### src/design/bcl_pkg.sv
package bcl_pkg;

  localparam int SIDE      = 256;
  localparam int WORD_BITS = 32;
  localparam int ROW_WORDS = SIDE / WORD_BITS;
  localparam int MEM_DEPTH = SIDE * ROW_WORDS;
  localparam int ADDR_W    = $clog2(MEM_DEPTH);
  localparam int CW        = $clog2(SIDE);
  localparam int WSEL_W    = 3;
  localparam int BIT_W     = $clog2(WORD_BITS);
  localparam int POS_W     = CW + 3;
  localparam int ERR_W     = 2 * CW + 3;
  localparam int IN_W      = 48;
  localparam int RBIT_W    = $clog2(CW);

  typedef enum logic [1:0] {
    KIND_LINE,
    KIND_CIRCLE,
    KIND_READ,
    KIND_CLEAR
  } kind_t;

  typedef enum logic [4:0] {
    CMD_NONE,
    CMD_LOAD,
    CMD_CLR_STEP,
    CMD_LINE_INIT,
    CMD_OUTER,
    CMD_PIX_RD,
    CMD_PIX_WR,
    CMD_MIN_STEP,
    CMD_SPAN_RD,
    CMD_SPAN_WR,
    CMD_COL_INIT,
    CMD_COL_SQ,
    CMD_COL_V,
    CMD_ROOT_STEP,
    CMD_ROOT_RND,
    CMD_COL_SPAN,
    CMD_COL_NEXT,
    CMD_READ_RD,
    CMD_READ_CAP,
    CMD_RESULT
  } cmd_t;

  typedef enum logic [4:0] {
    ST_CLR,
    ST_WIPE,
    ST_IDLE,
    ST_DISPATCH,
    ST_LINE_INIT,
    ST_OUTER,
    ST_PIX_RD,
    ST_PIX_WR,
    ST_MIN_STEP,
    ST_SPAN_CHK,
    ST_SPAN_RD,
    ST_SPAN_WR,
    ST_COL_INIT,
    ST_COL_CHK,
    ST_COL_SQ,
    ST_COL_V,
    ST_ROOT,
    ST_ROOT_RND,
    ST_COL_SPAN,
    ST_COL_NEXT,
    ST_READ_RD,
    ST_READ_CAP,
    ST_DONE
  } state_t;

  typedef struct packed {
    kind_t kind;
    logic  clr_last;
    logic  is_span;
    logic  inner_again;
    logic  outer_again;
    logic  span_done;
    logic  col_done;
    logic  col_skip;
    logic  root_last;
  } status_t;

endpackage

### src/design/bcl_ctrl.sv
module bcl_ctrl (
  input  logic             clk,
  input  logic             rst_n,
  input  logic             in_tvalid,
  output logic             in_tready,
  output logic             out_tvalid,
  input  logic             out_tready,
  input  bcl_pkg::status_t status,
  output bcl_pkg::cmd_t    cmd
);
  import bcl_pkg::*;

  state_t state_r, state_nxt;
  logic   out_valid_r, out_valid_nxt;
  logic   out_free;

  assign out_free = !out_valid_r || out_tready;

  always_comb begin
    state_nxt = state_r;
    case (state_r)
      ST_CLR:       if (status.clr_last) state_nxt = ST_IDLE;
      ST_WIPE:      if (status.clr_last) state_nxt = ST_DONE;
      ST_IDLE:      if (in_tvalid) state_nxt = ST_DISPATCH;
      ST_DISPATCH: begin
        case (status.kind)
          KIND_LINE:   state_nxt = ST_LINE_INIT;
          KIND_CIRCLE: state_nxt = ST_COL_INIT;
          KIND_READ:   state_nxt = ST_READ_RD;
          default:     state_nxt = ST_WIPE;
        endcase
      end
      ST_LINE_INIT: state_nxt = status.is_span ? ST_SPAN_CHK : ST_OUTER;
      ST_OUTER:     state_nxt = ST_PIX_RD;
      ST_PIX_RD:    state_nxt = ST_PIX_WR;
      ST_PIX_WR:    state_nxt = status.inner_again ? ST_PIX_RD : ST_MIN_STEP;
      ST_MIN_STEP:  state_nxt = status.outer_again ? ST_OUTER : ST_DONE;
      ST_SPAN_CHK: begin
        if (!status.span_done) begin
          state_nxt = ST_SPAN_RD;
        end else if (status.kind == KIND_CIRCLE) begin
          state_nxt = ST_COL_NEXT;
        end else begin
          state_nxt = ST_DONE;
        end
      end
      ST_SPAN_RD:   state_nxt = ST_SPAN_WR;
      ST_SPAN_WR:   state_nxt = ST_SPAN_CHK;
      ST_COL_INIT:  state_nxt = ST_COL_CHK;
      ST_COL_CHK: begin
        if (status.col_done) begin
          state_nxt = ST_DONE;
        end else if (status.col_skip) begin
          state_nxt = ST_COL_NEXT;
        end else begin
          state_nxt = ST_COL_SQ;
        end
      end
      ST_COL_SQ:    state_nxt = ST_COL_V;
      ST_COL_V:     state_nxt = ST_ROOT;
      ST_ROOT:      if (status.root_last) state_nxt = ST_ROOT_RND;
      ST_ROOT_RND:  state_nxt = ST_COL_SPAN;
      ST_COL_SPAN:  state_nxt = ST_SPAN_CHK;
      ST_COL_NEXT:  state_nxt = ST_COL_CHK;
      ST_READ_RD:   state_nxt = ST_READ_CAP;
      ST_READ_CAP:  state_nxt = ST_DONE;
      ST_DONE:      if (out_free) state_nxt = ST_IDLE;
      default:      state_nxt = ST_CLR;
    endcase
  end

  always_comb begin
    cmd       = CMD_NONE;
    in_tready = 1'b0;
    case (state_r)
      ST_CLR, ST_WIPE: cmd = CMD_CLR_STEP;
      ST_IDLE: begin
        in_tready = 1'b1;
        if (in_tvalid) cmd = CMD_LOAD;
      end
      ST_LINE_INIT: cmd = CMD_LINE_INIT;
      ST_OUTER:     cmd = CMD_OUTER;
      ST_PIX_RD:    cmd = CMD_PIX_RD;
      ST_PIX_WR:    cmd = CMD_PIX_WR;
      ST_MIN_STEP:  cmd = CMD_MIN_STEP;
      ST_SPAN_RD:   cmd = CMD_SPAN_RD;
      ST_SPAN_WR:   cmd = CMD_SPAN_WR;
      ST_COL_INIT:  cmd = CMD_COL_INIT;
      ST_COL_SQ:    cmd = CMD_COL_SQ;
      ST_COL_V:     cmd = CMD_COL_V;
      ST_ROOT:      cmd = CMD_ROOT_STEP;
      ST_ROOT_RND:  cmd = CMD_ROOT_RND;
      ST_COL_SPAN:  cmd = CMD_COL_SPAN;
      ST_COL_NEXT:  cmd = CMD_COL_NEXT;
      ST_READ_RD:   cmd = CMD_READ_RD;
      ST_READ_CAP:  cmd = CMD_READ_CAP;
      ST_DONE:      if (out_free) cmd = CMD_RESULT;
      default:      cmd = CMD_NONE;
    endcase
  end

  always_comb begin
    out_valid_nxt = out_valid_r;
    if (state_r == ST_DONE && out_free) begin
      out_valid_nxt = 1'b1;
    end else if (out_tready) begin
      out_valid_nxt = 1'b0;
    end
  end

  always_ff @(posedge clk) begin
    if (!rst_n) begin
      state_r     <= ST_CLR;
      out_valid_r <= 1'b0;
    end else begin
      state_r     <= state_nxt;
      out_valid_r <= out_valid_nxt;
    end
  end

  assign out_tvalid = out_valid_r;

  a_reset_clears: assert property (@(posedge clk) !rst_n |=> state_r == ST_CLR)
    else $error("reset did not start the clearing sweep");

  a_accept_dispatch: assert property (@(posedge clk) disable iff (!rst_n)
    (in_tvalid && in_tready) |=> state_r == ST_DISPATCH)
    else $error("accepted command was not dispatched");

  a_result_posted: assert property (@(posedge clk) disable iff (!rst_n)
    (state_r == ST_DONE && out_free) |=> (out_valid_r && state_r == ST_IDLE))
    else $error("finished command did not post its result");

endmodule

### config.mk
export PLATFORM = sky130hd
export DESIGN_NAME = bcl_ctrl
export DESIGN_NICKNAME = d
export VERILOG_FILES = /design/src/design/bcl_pkg.sv /design/src/design/bcl_ctrl.sv
export SDC_FILE = /design/constraint.sdc
export NUM_CORES = 1
export LEC_CHECK = 0
export CAP_MARGIN = 25
export CELL_PAD_IN_SITES_DETAIL_PLACEMENT = 1
export CELL_PAD_IN_SITES_GLOBAL_PLACEMENT = 2
export CORE_AREA = 2 2 57 59
export CTS_CLUSTER_SIZE = 25
export DETAILED_ROUTE_END_ITERATION = 6
export DIE_AREA = 0 0 59 61
export DONT_BUFFER_PORTS = 1
export GPL_TIMING_DRIVEN = 0
export PLACE_DENSITY = 0.85
export SETUP_SLACK_MARGIN = 0.5
export SKIP_LAST_GASP = 1
export SLEW_MARGIN = 10
export SYNTH_ARGS = -nofsm -noshare
export SYNTH_HDL_FRONTEND = slang
export SYNTH_SLANG_ARGS = --single-unit
### constraint.sdc
create_clock -name clk -period 2.1 [get_ports clk]
set_input_delay 0.42 -clock clk [delete_from_list [all_inputs] [get_ports clk]]
set_output_delay 0.42 -clock clk [all_outputs]
set_load 0.02 [all_outputs]
Word-level counts from Yosys, hierarchy flattened
Index checks and enable logic that the tools add are counted.
{"block": "op_classes", "add_sub_neg": 0, "mul": 0, "n_div": 0, "magnitude_cmp": 0, "n_eq_ne": 29, "shift": 0, "mux": 20, "n_bitwise": 0, "n_reduce_logical": 10}
{"operator": "5-bit one-hot mux with 21 select lines", "n": 1}
{"operator": "5-bit one-hot mux with 19 select lines", "n": 1}
{"operator": "5-bit 2-to-1 mux", "n": 10}
{"operator": "5-bit by 4-bit == test with 1-bit output, second input constant", "n": 8}
{"operator": "5-bit == test, second input constant", "n": 7}
{"operator": "5-bit by 3-bit == test with 1-bit output, second input constant", "n": 4}
{"operator": "5-bit one-hot mux with 3 select lines", "n": 1}
{"operator": "5-bit by 2-bit == test with 1-bit output, second input constant", "n": 2}
{"operator": "2-bit inequality test, second input constant", "n": 5}
{"operator": "4-bit 2-to-1 mux", "n": 2}
{"operator": "2-bit OR reduction", "n": 3}
{"operator": "5-bit by 1-bit == test with 1-bit output, second input constant", "n": 1}
{"operator": "5-bit logical NOT", "n": 1}
{"operator": "5-bit AND reduction", "n": 1}
{"operator": "1-bit 2-to-1 mux", "n": 4}
{"operator": "3-bit 2-to-1 mux", "n": 1}
{"operator": "2-bit by 1-bit == test with 1-bit output, second input constant", "n": 1}
{"operator": "2-bit == test, second input constant", "n": 1}
{"operator": "2-bit logical NOT", "n": 1}
{"operator": "2-bit nonzero test", "n": 1}
{"operator": "1-bit logical AND", "n": 1}
{"operator": "1-bit logical NOT", "n": 1}
{"operator": "1-bit logical OR", "n": 1}
{"block": "word_totals", "register_bits": 6, "latch_bits": 0, "ramBits": 0, "romBits": 0, "inputBits": 14, "mem_count": 0}

Depth between registers and ports, before layout
Gate-level depths: netlist of the first run.
{"block": "depth", "ltp_word": 4, "mapped_depth": 7, "ltp_nobuf": 5}

Least setup slack after synthesis of the first run
OpenSTA, ideal clock, no wires.
{"block": "synth_timing", "kind": "register to output", "startpoint": "register state_r[2]", "endpoint": "output port cmd[0]", "t_arrival_ns": 1.442, "slack_ns": 0.238, "path_stages_with_launch": 8, "path_buffers": 2, "cell_sequence": "dfxtp_1 -> buf_2 -> buf_2 -> nor3b_1 -> nor3_1 -> a31oi_1 -> a21oi_1 -> o21ai_1"}
{"block": "synth_via", "elab_chain_cells": 3, "elab_cells_between_ends": 22}
{"item": "from (decl)", "line": "bcl_ctrl.sv:13", "text": "state_t state_r, state_nxt;"}
{"item": "from (signal assigned)", "line": "bcl_ctrl.sv:116", "text": "state_r <= state_nxt;"}
{"item": "5-bit by 1-bit == test with 1-bit output or 5-bit logical NOT (tied branches)", "line": "bcl_ctrl.sv:75", "text": "case (state_r)"}
{"item": "2-bit OR reduction", "line": "bcl_ctrl.sv:75"}
{"item": "5-bit one-hot mux with 19 select lines *", "line": "bcl_ctrl.sv:75"}
{"item": "to (decl)", "line": "bcl_ctrl.sv:9", "text": "output bcl_pkg::cmd_t cmd"}
Mark *: on every way between the ends. The rest lies on a longest branch, timed or not.

Worst setup path in the final report of the first run
{"block": "layout_timing", "startpoint": "register state_r[1]", "endpoint": "output port cmd[1]"}
The elaborated chain is that of the path after synthesis.

==> results_dict.tcl, run 1 <==
set metrics [dict create \
    finalWorstSetupSlack_ns 0.111 \
    crit_type "reg -> out" \
    start_util_pct 31.4 \
    clkTransAtPathRegs_ns 0.05 \
    dieArea_sq_um 3600 \
    rrSetupSlack_ns 0.44 \
    syn_inst 138 \
    ys_types 47 \
    dp_hpwl_um 2740 \
    grt_pass1_wl_um 6340 \
    port_buffers 0 \
    wl_per_cell_um 21.5 \
    firstDrtPassIters 4 \
    rsz0062_at_grt "yes" \
    die_w_um 59 \
    yosysTopAreaCellShare_pct 13.0 \
    cts_buffers 3 \
    h-tree-depth 1 \
    slew_violations 0 \
    grt_start_max_net_pins 11 \
    yosysWarnings 0 \
    pre_cts_ws_ns 0.205 \
    crit_path_end "cmd[1]" \
    synth_area_sq_um 927 \
    chipHeight_um 61 \
    antennaDiodeCount 0 \
    tns_ns 0 \
    synthSimpleGateAreaFrac_pct 35.8 \
    drt_iter0_drc 37 \
    status "finished clean" \
    gp_congestion 0.842 \
    cts_root_buf "clkbuf_4" \
    worstMarginPinSlew_ns 0.406 \
    min_period_ns 1.99 \
    rr_endpoint "state_r[4]" \
    overflow 0 \
    cts_tree "built" \
    rr_startpoint "state_r[3]" \
    synth_fa_ha_area_share_pct 1.21 \
    clk_path_buf_depth 2 \
    ys_seq_area_share_pct 13.0 \
    core_area_sq_um 2950 \
    worstPathMaxFanout 5 \
    cp.required_ns 1.68 \
    grtUsageTotal_pct 23.6 \
    syn_avg_cell_area_sq_um 6.72 \
    ir_worst_vdd_v 0.000793 \
    cp-end-kind "output pin" \
    start_kind "flip-flop" \
    drc 0 \
    hold_viol 0 \
    synth_top_area_cell "dfxtp_1" \
    setup_viol 0 \
    worst_hold_slack_ns 0.292 \
    cellLeakagePower_nw 0.462 \
    p_per_area_nw_per_um2 1460 \
    rows 20 \
    drv_cap 0 \
    cts_sinks 6 \
    ant_nets 0 \
    pin_count 21 \
    synth_nets 152 \
    skew_ns 0.0000739 \
    synth_area_leaders "dfxtp_1 13%, a21oi_1 7.0%, nand2_1 4.9%" \
    num_vias 1175 \
    drt-total-wl_um 3990 \
    synth_xor_area_share_pct 0.945 \
    routed_via_density 6.32 \
    crit_arrival_ns 1.57 \
    fmax_mhz 503 \
    slew_headroom_pct 72.8 \
    ys_ff_latch 6 \
    final_nets 169 \
    finalCritPeriodShare_pct 94.7 \
    syn2layout_area_growth_pct 43.2 \
    crit_path_start "state_r[1]" \
    synth_compound_area_share_pct 36.7 \
    antenna_found_initial 0 \
    async_flop_share_pct 0 \
    synth-edff-count 0 \
    drive_gt1_share_pct 39.2 \
    synth_top_family_by_area "compound AO/OA/AOI/OAI gates" \
    r2r_cells 6 \
    synth-main-ff-cell "dfxtp_1" \
    worstSkewPairLatency_ns 0.25 \
    hold_path_class "in -> reg" \
    synthMuxAreaShare_pct 3.24 \
    final_common_cell "nand2_1" \
    grt_pass1_vias 1213 \
    final_cell_mix "11 x nand2_1, 10 x a21oi_1, 10 x buf_4" \
]
## layout make-up
class / count / area, sq um
Clock buffer: 3 / 22.5
Buffer: 10 / 141
Inverter: 6 / 30.0
Fill cell: 375 / 1630
Tap cell: 33 / 41.3
Multi-Input combinational cell: 116 / 868
Sequential cell: 6 / 133
Timing Repair Buffer: 12 / 91.3
## logic make-up after synthesis
| kind of cell | count (synthesis) |
|---|---|
| AO/OA/AOI/OAI | 52 |
| flip-flops | 6 |
| AND/OR/NAND/NOR | 59 |
| buffers and inverters | 16 |
| XOR/XNOR | 1 |
| multiplexers | 3 |
| adder cells (fa/ha/maj) | 1 |
## flip-flops by register name, summed over array words and instances (netlist names)
signal / cells
out_tvalid: 1
state_r: 5
## timing repair
action	CTS	global route
resized for setup	39	12
pin swaps	8	8
hold buffers	0	0
setup buffers	11	0
cloned	1	0
endpoints found under the setup margin	9	10
## power by group
part / total (mW) / internal [mW] / switching (mW)
clock: 0.109 / 0.0648 / 0.0442
combinational: 1.62 / 0.688 / 0.935
sequential: 0.210 / 0.163 / 0.0472
total: 1.94 / 0.916 / 1.03
## how the worst min path moves through the flow
| stage | from | to | slack (ns) | depth (start not counted) |
|---|---|---|---|---|
| floorplan | rst_n | state_r[2] | 0.53 | 2 |
| global placement | rst_n | state_r[2] | 0.54 | 2 |
| detailed placement | rst_n | out_tvalid | 0.55 | 1 |
| CTS | rst_n | state_r[3] | 0.29 | 1 |
| global route | rst_n | out_tvalid | 0.30 | 1 |
| finish | rst_n | out_tvalid | 0.29 | 1 |
## cells in the mapped netlist (2+ instances only)
cell type,instances
nor2_1,8
and2b_1,2
o22ai_1,5
inv_1,5
a32oi_1,2
nor2b_1,5
mux2i_1,3
buf_2,5
nor3b_1,4
o21ai_0,7
nand3_1,5
o221ai_1,2
a21oi_1,13
nor3_1,5
o21ai_1,6
buf_4,3
nand2_1,12
o211ai_1,2
a22oi_1,3
dfxtp_1,6
o32ai_1,2
nand2b_1,7
and2_1,2
## through the flow
step                      std cells  utilization, %  instance area, sq um  power (mW)
after global routing            186            45.0                  1330        2.05
after floorplan                 138               -                   983        1.14
after CTS                       186            43.5                  1280        1.85
after detailed placement        171            34.7                  1020        1.42
after global placement          171            34.7                  1020        1.38
final                           186            45.0                  1330        1.94
## critical path, cell delays in order, from the launching register on
cell	delay [ns]
dfxtp_4	0.36
or2b_4	0.31
a211oi_1	0.25
a21oi_1	0.09
o22ai_2	0.30
## metal layers
metal  track usage [%]  up-vias  share of wire (%)
met4              6.17        0                1.7
met5                 0        -                  0
li1                  -      552                  -
met3              2.35        8                3.6
met2              43.7       36                 53
met1              29.1      579                 42
Power figures use the tool's default switching activity.
==> run 2: changes to the inputs <==
--- a/config.mk
+++ b/config.mk
@@ -15,7 +15,7 @@
 export DONT_BUFFER_PORTS = 1
 export GPL_TIMING_DRIVEN = 0
 export PLACE_DENSITY = 0.85
-export SETUP_SLACK_MARGIN = 0.5
+export SKIP_CTS_REPAIR_TIMING = 1
 export SKIP_LAST_GASP = 1
 export SLEW_MARGIN = 10
 export SYNTH_ARGS = -nofsm -noshare
==> run 2 against run 1 <==
First-iteration DRC count is 51% higher. Critical endpoint is now cmd[2]. Worst hold slack improved by 0.0027 ns. Die area stayed put. Global-route usage fell by 4.5 points. Total power is 22% lower. Clock power hardly changed. Fmax fell by 1.7%. Worst setup slack got worse by 0.034 ns.
==> results_dict.tcl, run 2 (synthesis results as in run 1) <==
set metrics [dict create \
    wl_per_cell_um 19.3 \
    rr_endpoint "state_r[2]" \
    final_core_util_pct 36.4 \
    final_area_sq_um 1070 \
    cellLeakagePower_nw 0.355 \
    antenna_found_initial 0 \
    cp-end-kind "output pin" \
    multi_input_area_sq_um 777 \
    drv_cap 0 \
    finalCritPeriodShare_pct 96.3 \
    crit_top_cell "a21oi_1" \
    hold_viol 0 \
    overflow 0 \
    worstPathMaxFanout 10 \
    rows 20 \
    final_cell_mix "13 x a21oi_1, 12 x nand2_1, 7 x nor2_1, 7 x o21ai_0, 7 x nand2b_1" \
    drive_gt1_share_pct 22.1 \
    slew_headroom_pct 69.8 \
    dp_hpwl_um 2610 \
    cts_tree "built" \
    final_common_cell "a21oi_1" \
    layoutNonFillerInstCount 173 \
    r2r_cells 7 \
    p_per_area_nw_per_um2 1420 \
    internal_power_uw 671 \
    combPwrFrac_pct 79.3 \
    clkTransAtPathRegs_ns 0.04 \
    gp_congestion 0.922 \
    path_cells "buf_6, clkbuf_4, inv_2, o21ai_0, a21oi_1, a21oi_1, o22ai_2" \
    antennaDiodeCount 0 \
    rrSetupSlack_ns 0.46 \
    min_period_ns 2.02 \
    core_area_sq_um 2950 \
    skew_ns 0.000830 \
    drc 0 \
    drt-total-wl_um 3350 \
    chipHeight_um 61 \
    start_kind "flip-flop" \
    ant_nets 0 \
    num_vias 1086 \
    crit_type "reg -> out" \
    syn2layout_area_growth_pct 15.9 \
    total_power_mw 1.52 \
    h-tree-depth 1 \
    hold_depth 1 \
    crit_cells 7 \
    worstSkewPairLatency_ns 0.25 \
    status "finished clean" \
    grt_pass1_vias 1095 \
    crit_arrival_ns 1.60 \
    top_register "state_r" \
    postPlaceCellArea_sq_um 968 \
    slew_violations 0 \
    p_sw_uw 852 \
    cp_top_family "compound AO/OA/AOI/OAI gates" \
    setup_viol 0 \
    worstHoldStart "rst_n" \
    die_w_um 59 \
    fmax_mhz 494 \
    rr_startpoint "state_r[2]" \
    min_to "state_r[3]" \
    dieArea_sq_um 3600 \
    cp.required_ns 1.68 \
    crit_buf_inv 3 \
    worstMarginPinSlew_ns 0.455 \
    finalWorstSetupSlack_ns 0.0775 \
    drt_iter0_drc 56 \
    fillers 388 \
    crit_slowest_cell "dfxtp_2" \
    grt_pass1_wl_um 5270 \
    regArea_sq_um 125 \
    firstDrtPassIters 4 \
    port_buffers 0 \
    cpPeakStageDelay_ns 0.36 \
    start_util_pct 31.4 \
    pin_count 21 \
    final_nets 156 \
    seqPwrFrac_pct 13.6 \
    switching_share_pct 56.0 \
    grtUsageTotal_pct 19.1 \
    pwr-share-clk_pct 7.1 \
    cts_root_buf "clkbuf_4" \
    cts_sinks 6 \
    pre_cts_ws_ns 0.0216 \
    clk_path_buf_depth 2 \
    cts_buffers 3 \
    ir_worst_vdd_v 0.000605 \
    hold_path_class "in -> reg" \
    largest_register_ffs 5 \
    grt_start_max_net_pins 11 \
    rsz0062_at_grt "yes" \
    dpl.cell_count 171 \
    routed_via_density 6.28 \
]
## run 2: worst max-delay path by stage
| stage | endpoint | start | slack, ns |
|---|---|---|---|
| 4_1_cts | cmd[2] | state_r[0] | -0.24 |
| 5_1_grt | cmd[2] | state_r[3] | -0.03 |
| 6_report | cmd[2] | state_r[3] | 0.08 |
| 2_1_floorplan | cmd[0] | state_r[2] | 0.24 |
| 3_5_place_dp | cmd[2] | state_r[0] | 0.02 |
| 3_3_place_gp | cmd[2] | state_r[0] | 0.05 |
## run 2: layout make-up
cell class                      instances  share of cell area (%)
Sequential cell                         6                    11.6
Buffer                                  8                    7.33
Multi-Input combinational cell        116                    72.3
Inverter                                6                    2.10
Tap cell                               33                    3.84
Timing Repair Buffer                    1                   0.698
Clock buffer                            3                    2.10
## run 2: routing by layer
| metal | up-vias | GRT usage, % | wire, um |
|---|---|---|---|
| met5 | - | 0 | 0 |
| met4 | 0 | 4.87 | 45 |
| met3 | 4 | 1.92 | 158 |
| met2 | 29 | 33.8 | 1720 |
| met1 | 528 | 24.7 | 1420 |
| li1 | 525 | - | - |
## run 2: worst register-to-register path: stages (launching register included)
cell and delay (ns):
dfxtp_2 0.34, buf_6 0.13, buf_4 0.15, nor2b_1 0.15, a32oi_1 0.15, o21ai_1 0.09
a221oi_1 0.42, o21ai_1 0.10
## run 2: power by group through the flow
stage          combinational, mW  clock [mW]  sequential [mW]
2_1_floorplan              0.872           0            0.180
3_3_place_gp                1.08           0            0.196
3_5_place_dp                1.09           0            0.197
4_1_cts                     1.10       0.111            0.195
5_1_grt                     1.31       0.118            0.211
6_report                    1.21       0.108            0.207
## run 2: metrics by stage
stage	hold WS, ns	setup TNS, ns
4_1_cts	0.296	-0.618
3_5_place_dp	0.555	0
2_1_floorplan	0.535	0
6_report	0.294	0
5_1_grt	0.297	-0.0333
3_3_place_gp	0.539	0
